===== src/rtl/ole_pkg.sv =====
`timescale 1ns / 1ps
// ----------------------------------------------------------------------------
// ole_pkg
// Shared request and status codes for the ordered list engine.
// ----------------------------------------------------------------------------
package ole_pkg;

    localparam int OP_W = 3;
    localparam int ST_W = 2;

    typedef enum logic [OP_W-1:0] {
        OP_GET          = 3'd0,
        OP_SET          = 3'd1,
        OP_INSERT       = 3'd2,
        OP_APPEND       = 3'd3,
        OP_REMOVE       = 3'd4,
        OP_REMOVE_VALUE = 3'd5,
        OP_FIND         = 3'd6,
        OP_CLEAR        = 3'd7
    } op_t;

    typedef enum logic [ST_W-1:0] {
        ST_OK        = 2'd0,
        ST_BAD_INDEX = 2'd1,
        ST_FULL      = 2'd2,
        ST_NOT_FOUND = 2'd3
    } status_t;

endpackage


===== src/rtl/ordered_list_engine.sv =====
`timescale 1ns / 1ps
// ----------------------------------------------------------------------------
// ordered_list_engine
// Fixed-capacity ordered word list with get, set, insert, append, remove,
// remove-by-value, find and clear; every request returns one response.
//
// Requests enter on s_tvalid/s_tready; responses leave on m_tvalid/m_tready.
// One request is worked at a time; the next is taken in the cycle after the
// response is registered. Set, append, clear and refused requests are answered
// from idle directly; get, insert, remove, remove_value and find first walk
// the entry store, and insert then writes its new entry at the given position.
// The walk streams one entry-store read and one write per cycle through the
// simple dual-port store. The response register frees the sequencer: a new
// request is taken while a response waits, and the sequencer holds its own
// result until the register is free. Reset empties the list; the store itself
// is not cleared.
// ----------------------------------------------------------------------------
module ordered_list_engine #(
    parameter int DEPTH       = 64,
    parameter int VALUE_WIDTH = 32
) (
    input  logic clk,
    input  logic rst_n,
    input  logic s_tvalid,
    output logic s_tready,
    // op[2:0], position, item_value, zero padding
    input  logic [((3 + $clog2(DEPTH+1) + VALUE_WIDTH + 7) / 8) * 8 - 1:0] s_tdata,
    output logic m_tvalid,
    input  logic m_tready,
    // read_value, found_position, status[1:0], length, zero padding
    output logic [((VALUE_WIDTH + $clog2(DEPTH) + 2 + $clog2(DEPTH+1) + 7) / 8) * 8 - 1:0]
                 m_tdata
);

    localparam int AW    = $clog2(DEPTH);
    localparam int CW    = $clog2(DEPTH + 1);
    localparam int OUT_W = ((VALUE_WIDTH + AW + ole_pkg::ST_W + CW + 7) / 8) * 8;

    ole_pkg::op_t           req_op;
    logic [CW-1:0]          req_pos;
    logic [VALUE_WIDTH-1:0] req_val;
    logic                   res_valid;
    logic                   res_ready;
    logic [VALUE_WIDTH-1:0] res_value;
    logic [AW-1:0]          res_fpos;
    ole_pkg::status_t       res_status;
    logic [CW-1:0]          res_len;
    logic                   ram_we;
    logic [AW-1:0]          ram_waddr;
    logic [VALUE_WIDTH-1:0] ram_wdata;
    logic                   ram_re;
    logic [AW-1:0]          ram_raddr;
    logic [VALUE_WIDTH-1:0] ram_rdata;
    logic                   out_vld_reg, out_vld_next;
    logic [OUT_W-1:0]       out_data_reg, out_data_next;
    logic                   res_take;

    assign req_op  = ole_pkg::op_t'(s_tdata[ole_pkg::OP_W-1:0]);
    assign req_pos = s_tdata[ole_pkg::OP_W + CW - 1:ole_pkg::OP_W];
    assign req_val = s_tdata[ole_pkg::OP_W + CW + VALUE_WIDTH - 1:ole_pkg::OP_W + CW];

    ole_ctrl #(
        .DEPTH       (DEPTH),
        .VALUE_WIDTH (VALUE_WIDTH)
    ) u_ctrl (
        .clk        (clk),
        .rst_n      (rst_n),
        .req_valid  (s_tvalid),
        .req_ready  (s_tready),
        .req_op     (req_op),
        .req_pos    (req_pos),
        .req_val    (req_val),
        .res_valid  (res_valid),
        .res_ready  (res_ready),
        .res_value  (res_value),
        .res_fpos   (res_fpos),
        .res_status (res_status),
        .res_len    (res_len),
        .ram_we     (ram_we),
        .ram_waddr  (ram_waddr),
        .ram_wdata  (ram_wdata),
        .ram_re     (ram_re),
        .ram_raddr  (ram_raddr),
        .ram_rdata  (ram_rdata)
    );

    ole_ram #(
        .DEPTH (DEPTH),
        .WIDTH (VALUE_WIDTH)
    ) u_ram (
        .clk   (clk),
        .we    (ram_we),
        .waddr (ram_waddr),
        .wdata (ram_wdata),
        .re    (ram_re),
        .raddr (ram_raddr),
        .rdata (ram_rdata)
    );

    assign res_ready = !out_vld_reg || m_tready;
    assign res_take  = res_valid && res_ready;

    always_comb
    begin
        out_vld_next  = out_vld_reg;
        out_data_next = out_data_reg;
        if (res_take)
        begin
            out_vld_next  = 1'b1;
            out_data_next = OUT_W'({res_len, res_status, res_fpos, res_value});
        end
        else if (m_tready)
        begin
            out_vld_next = 1'b0;
        end
    end

    always_ff @(posedge clk or negedge rst_n)
    begin
        if (!rst_n)
        begin
            out_vld_reg <= 1'b0;
        end
        else
        begin
            out_vld_reg <= out_vld_next;
        end
    end

    always_ff @(posedge clk)
    begin
        out_data_reg <= out_data_next;
    end

    assign m_tvalid = out_vld_reg;
    assign m_tdata  = out_data_reg;

endmodule


===== src/rtl/ole_ram.sv =====
`timescale 1ns / 1ps
// ----------------------------------------------------------------------------
// ole_ram
// Simple dual-port entry store: one write port, one registered read port.
// ----------------------------------------------------------------------------
module ole_ram #(
    parameter int DEPTH = 64,
    parameter int WIDTH = 32
) (
    input  logic                     clk,
    input  logic                     we,
    input  logic [$clog2(DEPTH)-1:0] waddr,
    input  logic [WIDTH-1:0]         wdata,
    input  logic                     re,
    input  logic [$clog2(DEPTH)-1:0] raddr,
    output logic [WIDTH-1:0]         rdata
);

    logic [WIDTH-1:0] mem [DEPTH];

    always_ff @(posedge clk)
    begin
        if (we)
        begin
            mem[waddr] <= wdata;
        end
        if (re)
        begin
            rdata <= mem[raddr];
        end
    end

endmodule


===== src/rtl/ole_ctrl.sv =====
`timescale 1ns / 1ps
// ----------------------------------------------------------------------------
// ole_ctrl
// Request sequencer: bounds checks, length counter and the read-modify-write
// walk over the entry store for shifts, compaction and searches.
// ----------------------------------------------------------------------------
module ole_ctrl #(
    parameter int DEPTH       = 64,
    parameter int VALUE_WIDTH = 32
) (
    input  logic                       clk,
    input  logic                       rst_n,
    input  logic                       req_valid,
    output logic                       req_ready,
    input  ole_pkg::op_t               req_op,
    input  logic [$clog2(DEPTH+1)-1:0] req_pos,
    input  logic [VALUE_WIDTH-1:0]     req_val,
    output logic                       res_valid,
    input  logic                       res_ready,
    output logic [VALUE_WIDTH-1:0]     res_value,
    output logic [$clog2(DEPTH)-1:0]   res_fpos,
    output ole_pkg::status_t           res_status,
    output logic [$clog2(DEPTH+1)-1:0] res_len,
    output logic                       ram_we,
    output logic [$clog2(DEPTH)-1:0]   ram_waddr,
    output logic [VALUE_WIDTH-1:0]     ram_wdata,
    output logic                       ram_re,
    output logic [$clog2(DEPTH)-1:0]   ram_raddr,
    input  logic [VALUE_WIDTH-1:0]     ram_rdata
);

    localparam int AW = $clog2(DEPTH);
    localparam int CW = $clog2(DEPTH + 1);

    typedef enum logic [3:0] {
        S_IDLE  = 4'b0001,
        S_SCAN  = 4'b0010,
        S_FINAL = 4'b0100,
        S_RESP  = 4'b1000
    } state_t;

    state_t                state_reg, state_next;
    logic [CW-1:0]         cnt_reg, cnt_next;
    logic                  p_vld_reg, p_vld_next;
    logic [AW-1:0]         p_addr_reg, p_addr_next;
    logic [AW-1:0]         ptr_reg, ptr_next;
    logic [CW-1:0]         rem_reg, rem_next;
    logic                  up_reg, up_next;
    logic [CW-1:0]         kept_reg, kept_next;
    logic                  found_reg, found_next;
    ole_pkg::op_t          op_reg, op_next;
    logic [CW-1:0]         pos_reg, pos_next;
    logic [VALUE_WIDTH-1:0] val_reg, val_next;
    logic [VALUE_WIDTH-1:0] rd_reg, rd_next;
    logic [AW-1:0]         fpos_reg, fpos_next;
    ole_pkg::status_t      st_reg, st_next;
    logic [CW-1:0]         cnt_dec;
    logic                  is_full;

    assign cnt_dec = cnt_reg - CW'(1);
    assign is_full = (cnt_reg == CW'(DEPTH));

    assign req_ready  = (state_reg == S_IDLE);
    assign res_valid  = (state_reg == S_RESP);
    assign res_value  = rd_reg;
    assign res_fpos   = fpos_reg;
    assign res_status = st_reg;
    assign res_len    = cnt_reg;

    always_comb
    begin
        state_next  = state_reg;
        cnt_next    = cnt_reg;
        p_vld_next  = 1'b0;
        p_addr_next = p_addr_reg;
        ptr_next    = ptr_reg;
        rem_next    = rem_reg;
        up_next     = up_reg;
        kept_next   = kept_reg;
        found_next  = found_reg;
        op_next     = op_reg;
        pos_next    = pos_reg;
        val_next    = val_reg;
        rd_next     = rd_reg;
        fpos_next   = fpos_reg;
        st_next     = st_reg;
        ram_we      = 1'b0;
        ram_waddr   = '0;
        ram_wdata   = '0;
        ram_re      = 1'b0;
        ram_raddr   = ptr_reg;

        unique case (state_reg)
            S_IDLE:
            begin
                if (req_valid)
                begin
                    op_next    = req_op;
                    pos_next   = req_pos;
                    val_next   = req_val;
                    rd_next    = '0;
                    fpos_next  = '0;
                    st_next    = ole_pkg::ST_OK;
                    found_next = 1'b0;
                    kept_next  = '0;
                    rem_next   = '0;
                    up_next    = 1'b1;
                    state_next = S_RESP;
                    unique case (req_op)
                        ole_pkg::OP_GET:
                        begin
                            if (req_pos < cnt_reg)
                            begin
                                ptr_next   = req_pos[AW-1:0];
                                rem_next   = CW'(1);
                                state_next = S_SCAN;
                            end
                            else
                            begin
                                st_next = ole_pkg::ST_BAD_INDEX;
                            end
                        end
                        ole_pkg::OP_SET:
                        begin
                            if (req_pos < cnt_reg)
                            begin
                                ram_we    = 1'b1;
                                ram_waddr = req_pos[AW-1:0];
                                ram_wdata = req_val;
                            end
                            else
                            begin
                                st_next = ole_pkg::ST_BAD_INDEX;
                            end
                        end
                        ole_pkg::OP_INSERT:
                        begin
                            if (req_pos > cnt_reg)
                            begin
                                st_next = ole_pkg::ST_BAD_INDEX;
                            end
                            else if (is_full)
                            begin
                                st_next = ole_pkg::ST_FULL;
                            end
                            else
                            begin
                                ptr_next   = cnt_dec[AW-1:0];
                                rem_next   = cnt_reg - req_pos;
                                up_next    = 1'b0;
                                state_next = S_SCAN;
                            end
                        end
                        ole_pkg::OP_APPEND:
                        begin
                            if (is_full)
                            begin
                                st_next = ole_pkg::ST_FULL;
                            end
                            else
                            begin
                                ram_we    = 1'b1;
                                ram_waddr = cnt_reg[AW-1:0];
                                ram_wdata = req_val;
                                cnt_next  = cnt_reg + CW'(1);
                            end
                        end
                        ole_pkg::OP_REMOVE:
                        begin
                            if (req_pos < cnt_reg)
                            begin
                                ptr_next   = req_pos[AW-1:0];
                                rem_next   = cnt_reg - req_pos;
                                state_next = S_SCAN;
                            end
                            else
                            begin
                                st_next = ole_pkg::ST_BAD_INDEX;
                            end
                        end
                        ole_pkg::OP_REMOVE_VALUE,
                        ole_pkg::OP_FIND:
                        begin
                            ptr_next   = '0;
                            rem_next   = cnt_reg;
                            state_next = S_SCAN;
                        end
                        ole_pkg::OP_CLEAR:
                        begin
                            cnt_next = '0;
                        end
                    endcase
                end
            end

            S_SCAN:
            begin
                if (rem_reg != '0)
                begin
                    ram_re      = 1'b1;
                    ram_raddr   = ptr_reg;
                    ptr_next    = up_reg ? (ptr_reg + AW'(1)) : (ptr_reg - AW'(1));
                    rem_next    = rem_reg - CW'(1);
                    p_vld_next  = 1'b1;
                    p_addr_next = ptr_reg;
                end

                // data for p_addr_reg is on ram_rdata this cycle
                if (p_vld_reg)
                begin
                    unique case (op_reg)
                        ole_pkg::OP_GET:
                        begin
                            rd_next = ram_rdata;
                        end
                        ole_pkg::OP_INSERT:
                        begin
                            ram_we    = 1'b1;
                            ram_waddr = p_addr_reg + AW'(1);
                            ram_wdata = ram_rdata;
                        end
                        ole_pkg::OP_REMOVE:
                        begin
                            if (p_addr_reg == pos_reg[AW-1:0])
                            begin
                                rd_next = ram_rdata;
                            end
                            else
                            begin
                                ram_we    = 1'b1;
                                ram_waddr = p_addr_reg - AW'(1);
                                ram_wdata = ram_rdata;
                            end
                        end
                        ole_pkg::OP_REMOVE_VALUE:
                        begin
                            if (ram_rdata != val_reg)
                            begin
                                ram_we    = 1'b1;
                                ram_waddr = kept_reg[AW-1:0];
                                ram_wdata = ram_rdata;
                                kept_next = kept_reg + CW'(1);
                            end
                        end
                        ole_pkg::OP_FIND:
                        begin
                            if (!found_reg && (ram_rdata == val_reg))
                            begin
                                found_next = 1'b1;
                                fpos_next  = p_addr_reg;
                            end
                        end
                        default:
                        begin
                        end
                    endcase
                end

                if ((rem_reg == '0) && !p_vld_reg)
                begin
                    state_next = S_RESP;
                    unique case (op_reg)
                        ole_pkg::OP_INSERT:
                        begin
                            state_next = S_FINAL;
                        end
                        ole_pkg::OP_REMOVE:
                        begin
                            cnt_next = cnt_dec;
                        end
                        ole_pkg::OP_REMOVE_VALUE:
                        begin
                            st_next  = (kept_reg == cnt_reg) ? ole_pkg::ST_NOT_FOUND
                                                             : ole_pkg::ST_OK;
                            cnt_next = kept_reg;
                        end
                        ole_pkg::OP_FIND:
                        begin
                            st_next = found_reg ? ole_pkg::ST_OK : ole_pkg::ST_NOT_FOUND;
                        end
                        default:
                        begin
                        end
                    endcase
                end
            end

            S_FINAL:
            begin
                ram_we     = 1'b1;
                ram_waddr  = pos_reg[AW-1:0];
                ram_wdata  = val_reg;
                cnt_next   = cnt_reg + CW'(1);
                state_next = S_RESP;
            end

            S_RESP:
            begin
                if (res_ready)
                begin
                    state_next = S_IDLE;
                end
            end

            default:
            begin
                state_next = S_IDLE;
            end
        endcase
    end

    always_ff @(posedge clk or negedge rst_n)
    begin
        if (!rst_n)
        begin
            state_reg <= S_IDLE;
            cnt_reg   <= '0;
            p_vld_reg <= 1'b0;
        end
        else
        begin
            state_reg <= state_next;
            cnt_reg   <= cnt_next;
            p_vld_reg <= p_vld_next;
        end
    end

    always_ff @(posedge clk)
    begin
        p_addr_reg <= p_addr_next;
        ptr_reg    <= ptr_next;
        rem_reg    <= rem_next;
        up_reg     <= up_next;
        kept_reg   <= kept_next;
        found_reg  <= found_next;
        op_reg     <= op_next;
        pos_reg    <= pos_next;
        val_reg    <= val_next;
        rd_reg     <= rd_next;
        fpos_reg   <= fpos_next;
        st_reg     <= st_next;
    end

endmodule

===== config.mk =====
export PLATFORM = sky130hd
export DESIGN_NAME = ordered_list_engine
export DESIGN_NICKNAME = d
export VERILOG_FILES = /design/src/rtl/ole_pkg.sv /design/src/rtl/ordered_list_engine.sv /design/src/rtl/ole_ram.sv /design/src/rtl/ole_ctrl.sv
export SDC_FILE = /design/constraint.sdc
export NUM_CORES = 2
export LEC_CHECK = 0
export BUFFER_PORTS_ARGS = -buffer_cell sky130_fd_sc_hd__buf_2
export CAP_MARGIN = 40
export CORE_MARGIN = 10
export CORE_UTILIZATION = 52
export DETAILED_ROUTE_END_ITERATION = 10
export PLACE_DENSITY_LB_ADDON = 0.08
export SETUP_SLACK_MARGIN = 0.05
export SLEW_MARGIN = 20
export SYNTH_ARGS = -nofsm -noshare
export SYNTH_HDL_FRONTEND = slang
export SYNTH_SLANG_ARGS = --single-unit
export TNS_END_PERCENT = 5

===== constraint.sdc =====
create_clock -name clk -period 11.3 [get_ports clk]
set_input_delay 2.825 -clock clk [delete_from_list [all_inputs] [get_ports clk]]
set_output_delay 2.825 -clock clk [all_outputs]
set_load 0.01 [all_outputs]

Word level (Yosys, flattened, before mapping). Memories as Yosys holds them, arrays and structs flattened. A register that Yosys moved wholly into a read port is not among the register bits. Cells that the tools add are included.

Reduce and logical (&&, ||, !) cells: 28. Equality and inequality tests: 39. Mux-type cells: 95. Magnitude comparators: 2. Bitwise gates (word level): 1. $add $sub $neg: 9.

Operators with widths (count): 2-to-1 mux 32 bit (9); one-hot mux 32 bit (2 select lines) (3); one-hot mux 32 bit (3 select lines) (2); 2-to-1 mux 6 bit (16); 2-to-1 mux 7 bit (12); one-hot mux 7 bit (2 select lines) (4); one-hot mux 6 bit (3 select lines) (3); one-hot mux 6 bit (2 select lines) (3); == test 32 bit (1); != test 32 bit (1); 2-to-1 mux 4 bit (7); one-hot mux 7 bit (4 select lines) (1); == test 3 bit (second input constant) (7); one-hot mux 7 bit (3 select lines) (1); 2-to-1 mux 1 bit (19); != test 2 x 1 -> 1 bit (second input constant) (8); one-hot mux 4 bit (4 select lines) (1); AND reduction 5 bit (3); adder 7 x 1 -> 7 bit (second input constant) (2); subtractor 7 x 1 -> 7 bit (second input constant) (2); adder 6 x 1 -> 6 bit (second input constant) (2); 2-to-1 mux 2 bit (6); != test 3 bit (second input constant) (4); one-hot mux 4 bit (3 select lines) (1); 37 further kinds (56).

Memories kept: 1. Output and inout bits: 50. Register bits: 169. Logic and storage cells: 192. Input bits: 52. Bits in writable memories: 2048.

Memory list: u_ram.mem (words 64, width 32, rd ports 1, clocked after Yosys merged registers in 1, wr ports 1, line ole_ram.sv:19) `logic [WIDTH-1:0] mem [DEPTH];`.

Logic depth before layout (Yosys ltp).
Word-level depth: 7. Gate-level depth with buffers: 12. Depth with buffers taken out: 10.

Hierarchy. A second synthesis with hierarchy kept.

Cells, all modules: 4223. Area, all modules: 88243.4 um^2.

By module, submodules not included: ole_ram (area an instance 79359.9 um^2, times used 1, cells an instance 3511, seq. area each 62459.9 um^2); ole_ctrl (area an instance 7407.1 um^2, times used 1, cells an instance 659, seq. area each 3574.7 um^2); ordered_list_engine (area an instance 1476.4 um^2, times used 1, cells an instance 53, seq. area each 1436.4 um^2).

Worst setup path before layout. No wires, ideal clock.

Kind: input port to flip-flop. Start point: input s_tdata[5]. End point: memory u_ram.mem[24][0], enable pin. Data arrival time: 7.267 ns. Cell stages on the path: 9. Data required time: 10.839 ns. Setup slack: 3.572 ns. Path buffers: 0. Library setup time: 0.461 ns. Path through: inv_1 > ha_1 > o211ai_1 > a21oi_1 > o41ai_2 > nor4_4 > a221oi_1 > o2111ai_1 > nor3_1.

Cells in the longest elaborated chain, start to end: 7. Elaborated cells between the ends (all ways): 11. Those cells by class: 1 x order compare; 10 x mux.

Ends and longest elaborated chain: start: declaration (line ordered_list_engine.sv:27) `input logic [((3 + $clog2(DEPTH+1) + VALUE_WIDTH + 7) / 8) * 8 - 1:0] s_tdata,`; < comparator 7 bit (line ole_ctrl.sv:125) `if (req_pos < cnt_reg)`; 2-to-1 mux 1 bit (line ole_ctrl.sv:125); one-hot mux 1 bit (2 select lines) (line ole_ctrl.sv:109) `unique case (req_op)`; 2-to-1 mux 1 bit (line ole_ctrl.sv:96) `if (req_valid)`; one-hot mux 1 bit (3 select lines) (line ole_ctrl.sv:93) `unique case (state_reg)`; 2-to-1 mux 1 bit (line ole_ram.sv:23) `if (we)`; 2-to-1 mux 1 bit (not written as such) (line ole_ram.sv:25) `mem[waddr] <= wdata;`; end: declaration (line ole_ram.sv:19).

Parallel ways exist; a longest one is shown, timed or not.

Worst setup path after layout.
Start point: input s_tdata[5]. End point: memory u_ram.mem[8][7], enable pin.

Same word-level chain as after synthesis.

==> flow_metrics.py <==
metrics = {
    "worst_setup_path": {
        "timing.reg2reg.setup_slack_ns": 5.98,
        "ff2ff_path_depth": 10,
        "start_kind": "input pin",
        "crit_top_cell": "buf_4",
        "timing.setup.critical_path_class": "input pin to flop",
        "timing.rr.end": "u_ram.mem[8][7]",
        "cp_cell_sequence": "buf_2, inv_1, ha_1, o211ai_1, a21oi_1, o41ai_2, nor4_4, a221oi_1, o2111ai_1, buf_4, nor3_2, buf_4",
        "critical-path-max-stage-delay_ns": 0.87,
        "crit-reg2reg-launch": "u_ctrl.res_len[2]",
        "worst_ep_required_time_ns": 11.80,
        "crit_path_max_fanout": 24,
        "worst-endpoint-arrival_ns": 7.31,
        "critical-path-slowest-cell": "a221oi_1",
        "worstSetupEndpointType": "flop",
    },
    "cells_and_area": {
        "filler_cell_count": 11600,
        "final_nets": 4079,
        "register_area_um2": 67500,
        "layout-drive-gt1-share_pct": 31.8,
        "syn_to_final_growth_pct": 13.0,
        "register_bank_with_the_most_flops": "u_ram.mem",
        "multiInputGateArea_um2": 19400,
        "post-route-util_pct": 59.1,
        "flip_flop_count_of_the_largest_register_all_copies_and_words_added": 2048,
    },
    "yosys": {
        "synth.area.top_cells": "edfxtp_1 77%, mux4_2 17%, xor2_1 0.56%, clkbuf_1 0.56%, a222oi_1 0.38%",
        "synthesis.area_per_instance_um2": 23.3,
        "postSynthCellCount": 3751,
        "synth_enable_flop_cells": 2236,
        "ys.flop_type": "edfxtp_1",
        "synth_top_cell_by_area": "edfxtp_1",
        "synth.lib_cells_used.distinct": 72,
        "synth.yosys.seq_area_share_pct": 77.1,
        "mappedNetlistArea_um2": 87500,
        "mappedNetlistNets": 3824,
        "synth-async-reset-ratio_pct": 0.578,
        "synth-seq-cells": 2249,
        "synth.top_cell.area_share_pct": 76.7,
        "synthesis.yosys.warnings": 0,
    },
    "timing": {
        "slew-limit-headroom_pct": 33.7,
        "finClkSkew_ns": 0.0282,
        "final-hold-violation-count": 0,
        "final_max_slew_viol_count": 0,
        "upper_clock_frequency_limit_mhz": 147,
        "final_number_of_setup_violating_endpoints": 0,
        "tns_ns": 0,
        "worst_slew_pin_slew_ns": 0.994,
        "grt_setup_unrepaired": "no",
        "finalWorstPathRequiredPeriod_ns": 6.81,
        "fin_crit_sh_pct": 60.3,
    },
    "worst_hold_path": {
        "hp-start": "u_ctrl.res_value[9]",
        "hold_path_class": "flop to flop",
        "worstHoldPathCells": 0,
        "worst_hold_path.endpoint": "m_tdata[9]",
    },
    "clock_network": {
        "clock_edge_transition_at_the_registers_on_the_reported_setup_and_hold_paths_ns": 0.06,
        "cts_max_level": 4,
        "post_cts_resized": 0,
        "clk_path_buf_depth": 3,
        "cts_root_buffer": "clkbuf_16",
        "tritoncts": "yes",
        "clk_latency_ns": 0.86,
        "clkSinkCount": 2249,
        "cts.repair_timing.setup_buffer_count": 0,
        "number_of_buffers_added_to_fix_hold_violations_after_cts": 0,
        "cts_buffers": 219,
    },
    "placement": {
        "io_buffers": 94,
        "globalplace.congestion": 0.853,
        "dp.final_hpwl_um": 115000,
    },
    "global_routing": {
        "grt-ovfl-total": 0,
        "met2_usage_pct": 35.2,
        "use_met3_pct": 3.82,
        "global_route.usage.total_pct": 22.1,
        "grt_pass1_wl_um": 297000,
        "antenna_found_initial": 18,
        "first_global_vias": 41800,
        "globalRoute.busiestLayer": "met2",
        "use_met1_pct": 32.1,
        "grt_start_max_net_pins": 138,
    },
    "die": {
        "die-width_um": 430,
        "core-area_um2": 167000,
        "num_io_pins": 102,
        "floorplan.die.height_um": 430,
        "fp-row-count": 150,
        "floorplan.die_area_um2": 185000,
        "floorplan.initialDensity_pct": 52.3,
    },
    "route": {
        "drcViolationCount": 0,
        "ant_nets": 0,
        "avgViaCountPerCell": 6.37,
        "routed_wire_length_per_instance_um": 32.0,
        "postRouteWirelength_um": 205000,
        "route.vias.total": 40800,
        "initialDrtViolationCount": 4533,
        "drt-pass1-iter-count": 6,
    },
    "power_and_ir_drop": {
        "power_per_cell_area_nw_per_um2": 203,
        "power_leakage_nw": 30.7,
        "vdd_drop_max_v": 0.000188,
    },
    "run_status": {
        "status": "completed",
    },
    "run": {
        "drv.max_cap_violation_count": 0,
    },
}
==> cells in the mapped netlist, drive strengths merged, types with 4 or more instances <==
master / number
edfxtp: 2236
mux4: 662
clkbuf: 131
buf: 82
nor3: 79
xor2: 56
inv: 54
o21ai: 40
and2: 38
nor2: 37
nand2: 35
a222oi: 33
a21oi: 30
nand3: 28
xnor2: 21
ha: 19
nor4: 14
mux2i: 13
dfrtp: 12
o211ai: 11
a221oi: 10
mux2: 10
nor2b: 9
a31oi: 7
and3: 7
a211oi: 6
nand2b: 6
nand4: 4
o221ai: 4
or3: 4
==> worst max-delay path by stage <==
stage                from          endpoint  slack [ns]  cells after the start
2_1_floorplan  s_tdata[5]  u_ram.mem[24][0]        3.57                      9
3_3_place_gp   s_tdata[5]  u_ram.mem[0][18]        3.56                     12
3_5_place_dp   s_tdata[5]   u_ram.mem[8][7]        3.78                     12
4_1_cts        s_tdata[5]   u_ram.mem[8][7]        4.71                     12
5_1_grt        s_tdata[5]   u_ram.mem[8][7]        4.44                     12
6_report       s_tdata[5]   u_ram.mem[8][7]        4.49                     12
==> critical path, delay by kind of cell <==
kind	cells	cell delay (ns)
AO/OA/AOI/OAI	5	2.22
adder cells (fa/ha/maj)	1	0.37
buffers and inverters	4	1.05
AND/OR/NAND/NOR	2	0.78
==> cell type report <==
cell class	instances	share of cell area [%]
Inverter	56	0.219
Tap cell	2204	2.79
Timing Repair Buffer	247	1.91
Clock inverter	152	1.39
Clock buffer	263	5.87
Antenna cell	3	0.00759
Sequential cell	2249	68.2
Multi-Input combinational cell	1233	19.6
==> metal layers <==
layer,wire length (um),share of wire [%]
met5,13,0.0063
met2,100000,49
met1,85800,42
met3,15100,7.4
met4,3920,1.9
==> logic make-up (layout without fill, tap and decap cells) <==
family	count (synthesis)	after routing	share of synthesized area, %
buffers and inverters	269	718	1.20
adders and majority gates	21	21	0.317
other	1	4	0.00429
DFF	2249	2249	77.1
muxes	685	685	17.3
xor gates and xnor gates	77	77	0.771
AOI/OAI and AO/OA	173	173	1.45
and+or+nand+nor	276	276	1.82
==> layout by cell type, fill, tap and decap left out, drive strengths merged, types with 4 or more instances in the layout <==
cell type / n
a211oi: 6
a21oi: 30
a221oi: 10
a222oi: 33
a31oi: 7
and2: 38
and3: 7
buf: 247
bufinv: 21
clkbuf: 263
clkinv: 118
clkinvlp: 8
dfrtp: 12
edfxtp: 2236
ha: 19
inv: 61
mux2: 10
mux2i: 13
mux4: 662
nand2: 35
nand2b: 6
nand3: 28
nand4: 4
nor2: 37
nor2b: 9
nor3: 79
nor4: 14
o211ai: 11
o21ai: 40
o221ai: 4
or3: 4
xnor2: 21
xor2: 56
==> stage by stage <==
stage / setup WS, ns / power (W) / cells / area, um2 / hold slack (ns)
finish: 4.49 / 0.0201 / 6407 / 98900 / 0.419
global route: 4.44 / 0.0208 / 6404 / 98900 / 0.428
CTS: 4.71 / 0.0203 / 6396 / 98700 / 0.421
detailed placement: 3.78 / 0.0131 / 5981 / 91600 / 0.405
global placement: 3.56 / 0.0130 / 5974 / 91400 / 0.403
floorplan: 3.57 / 0.0119 / 3751 / 87500 / 0.400
==> where the power goes <==
group / leakage [nW] / internal [W] / switching (W)
Combinational: 7.29 / 0.00155 / 0.00187
Clock: 3.53 / 0.00414 / 0.00307
Sequential: 19.9 / 0.00936 / 0.000125
Total: 30.7 / 0.0150 / 0.00507
Note: power is estimated with default switching activity, not from simulation.
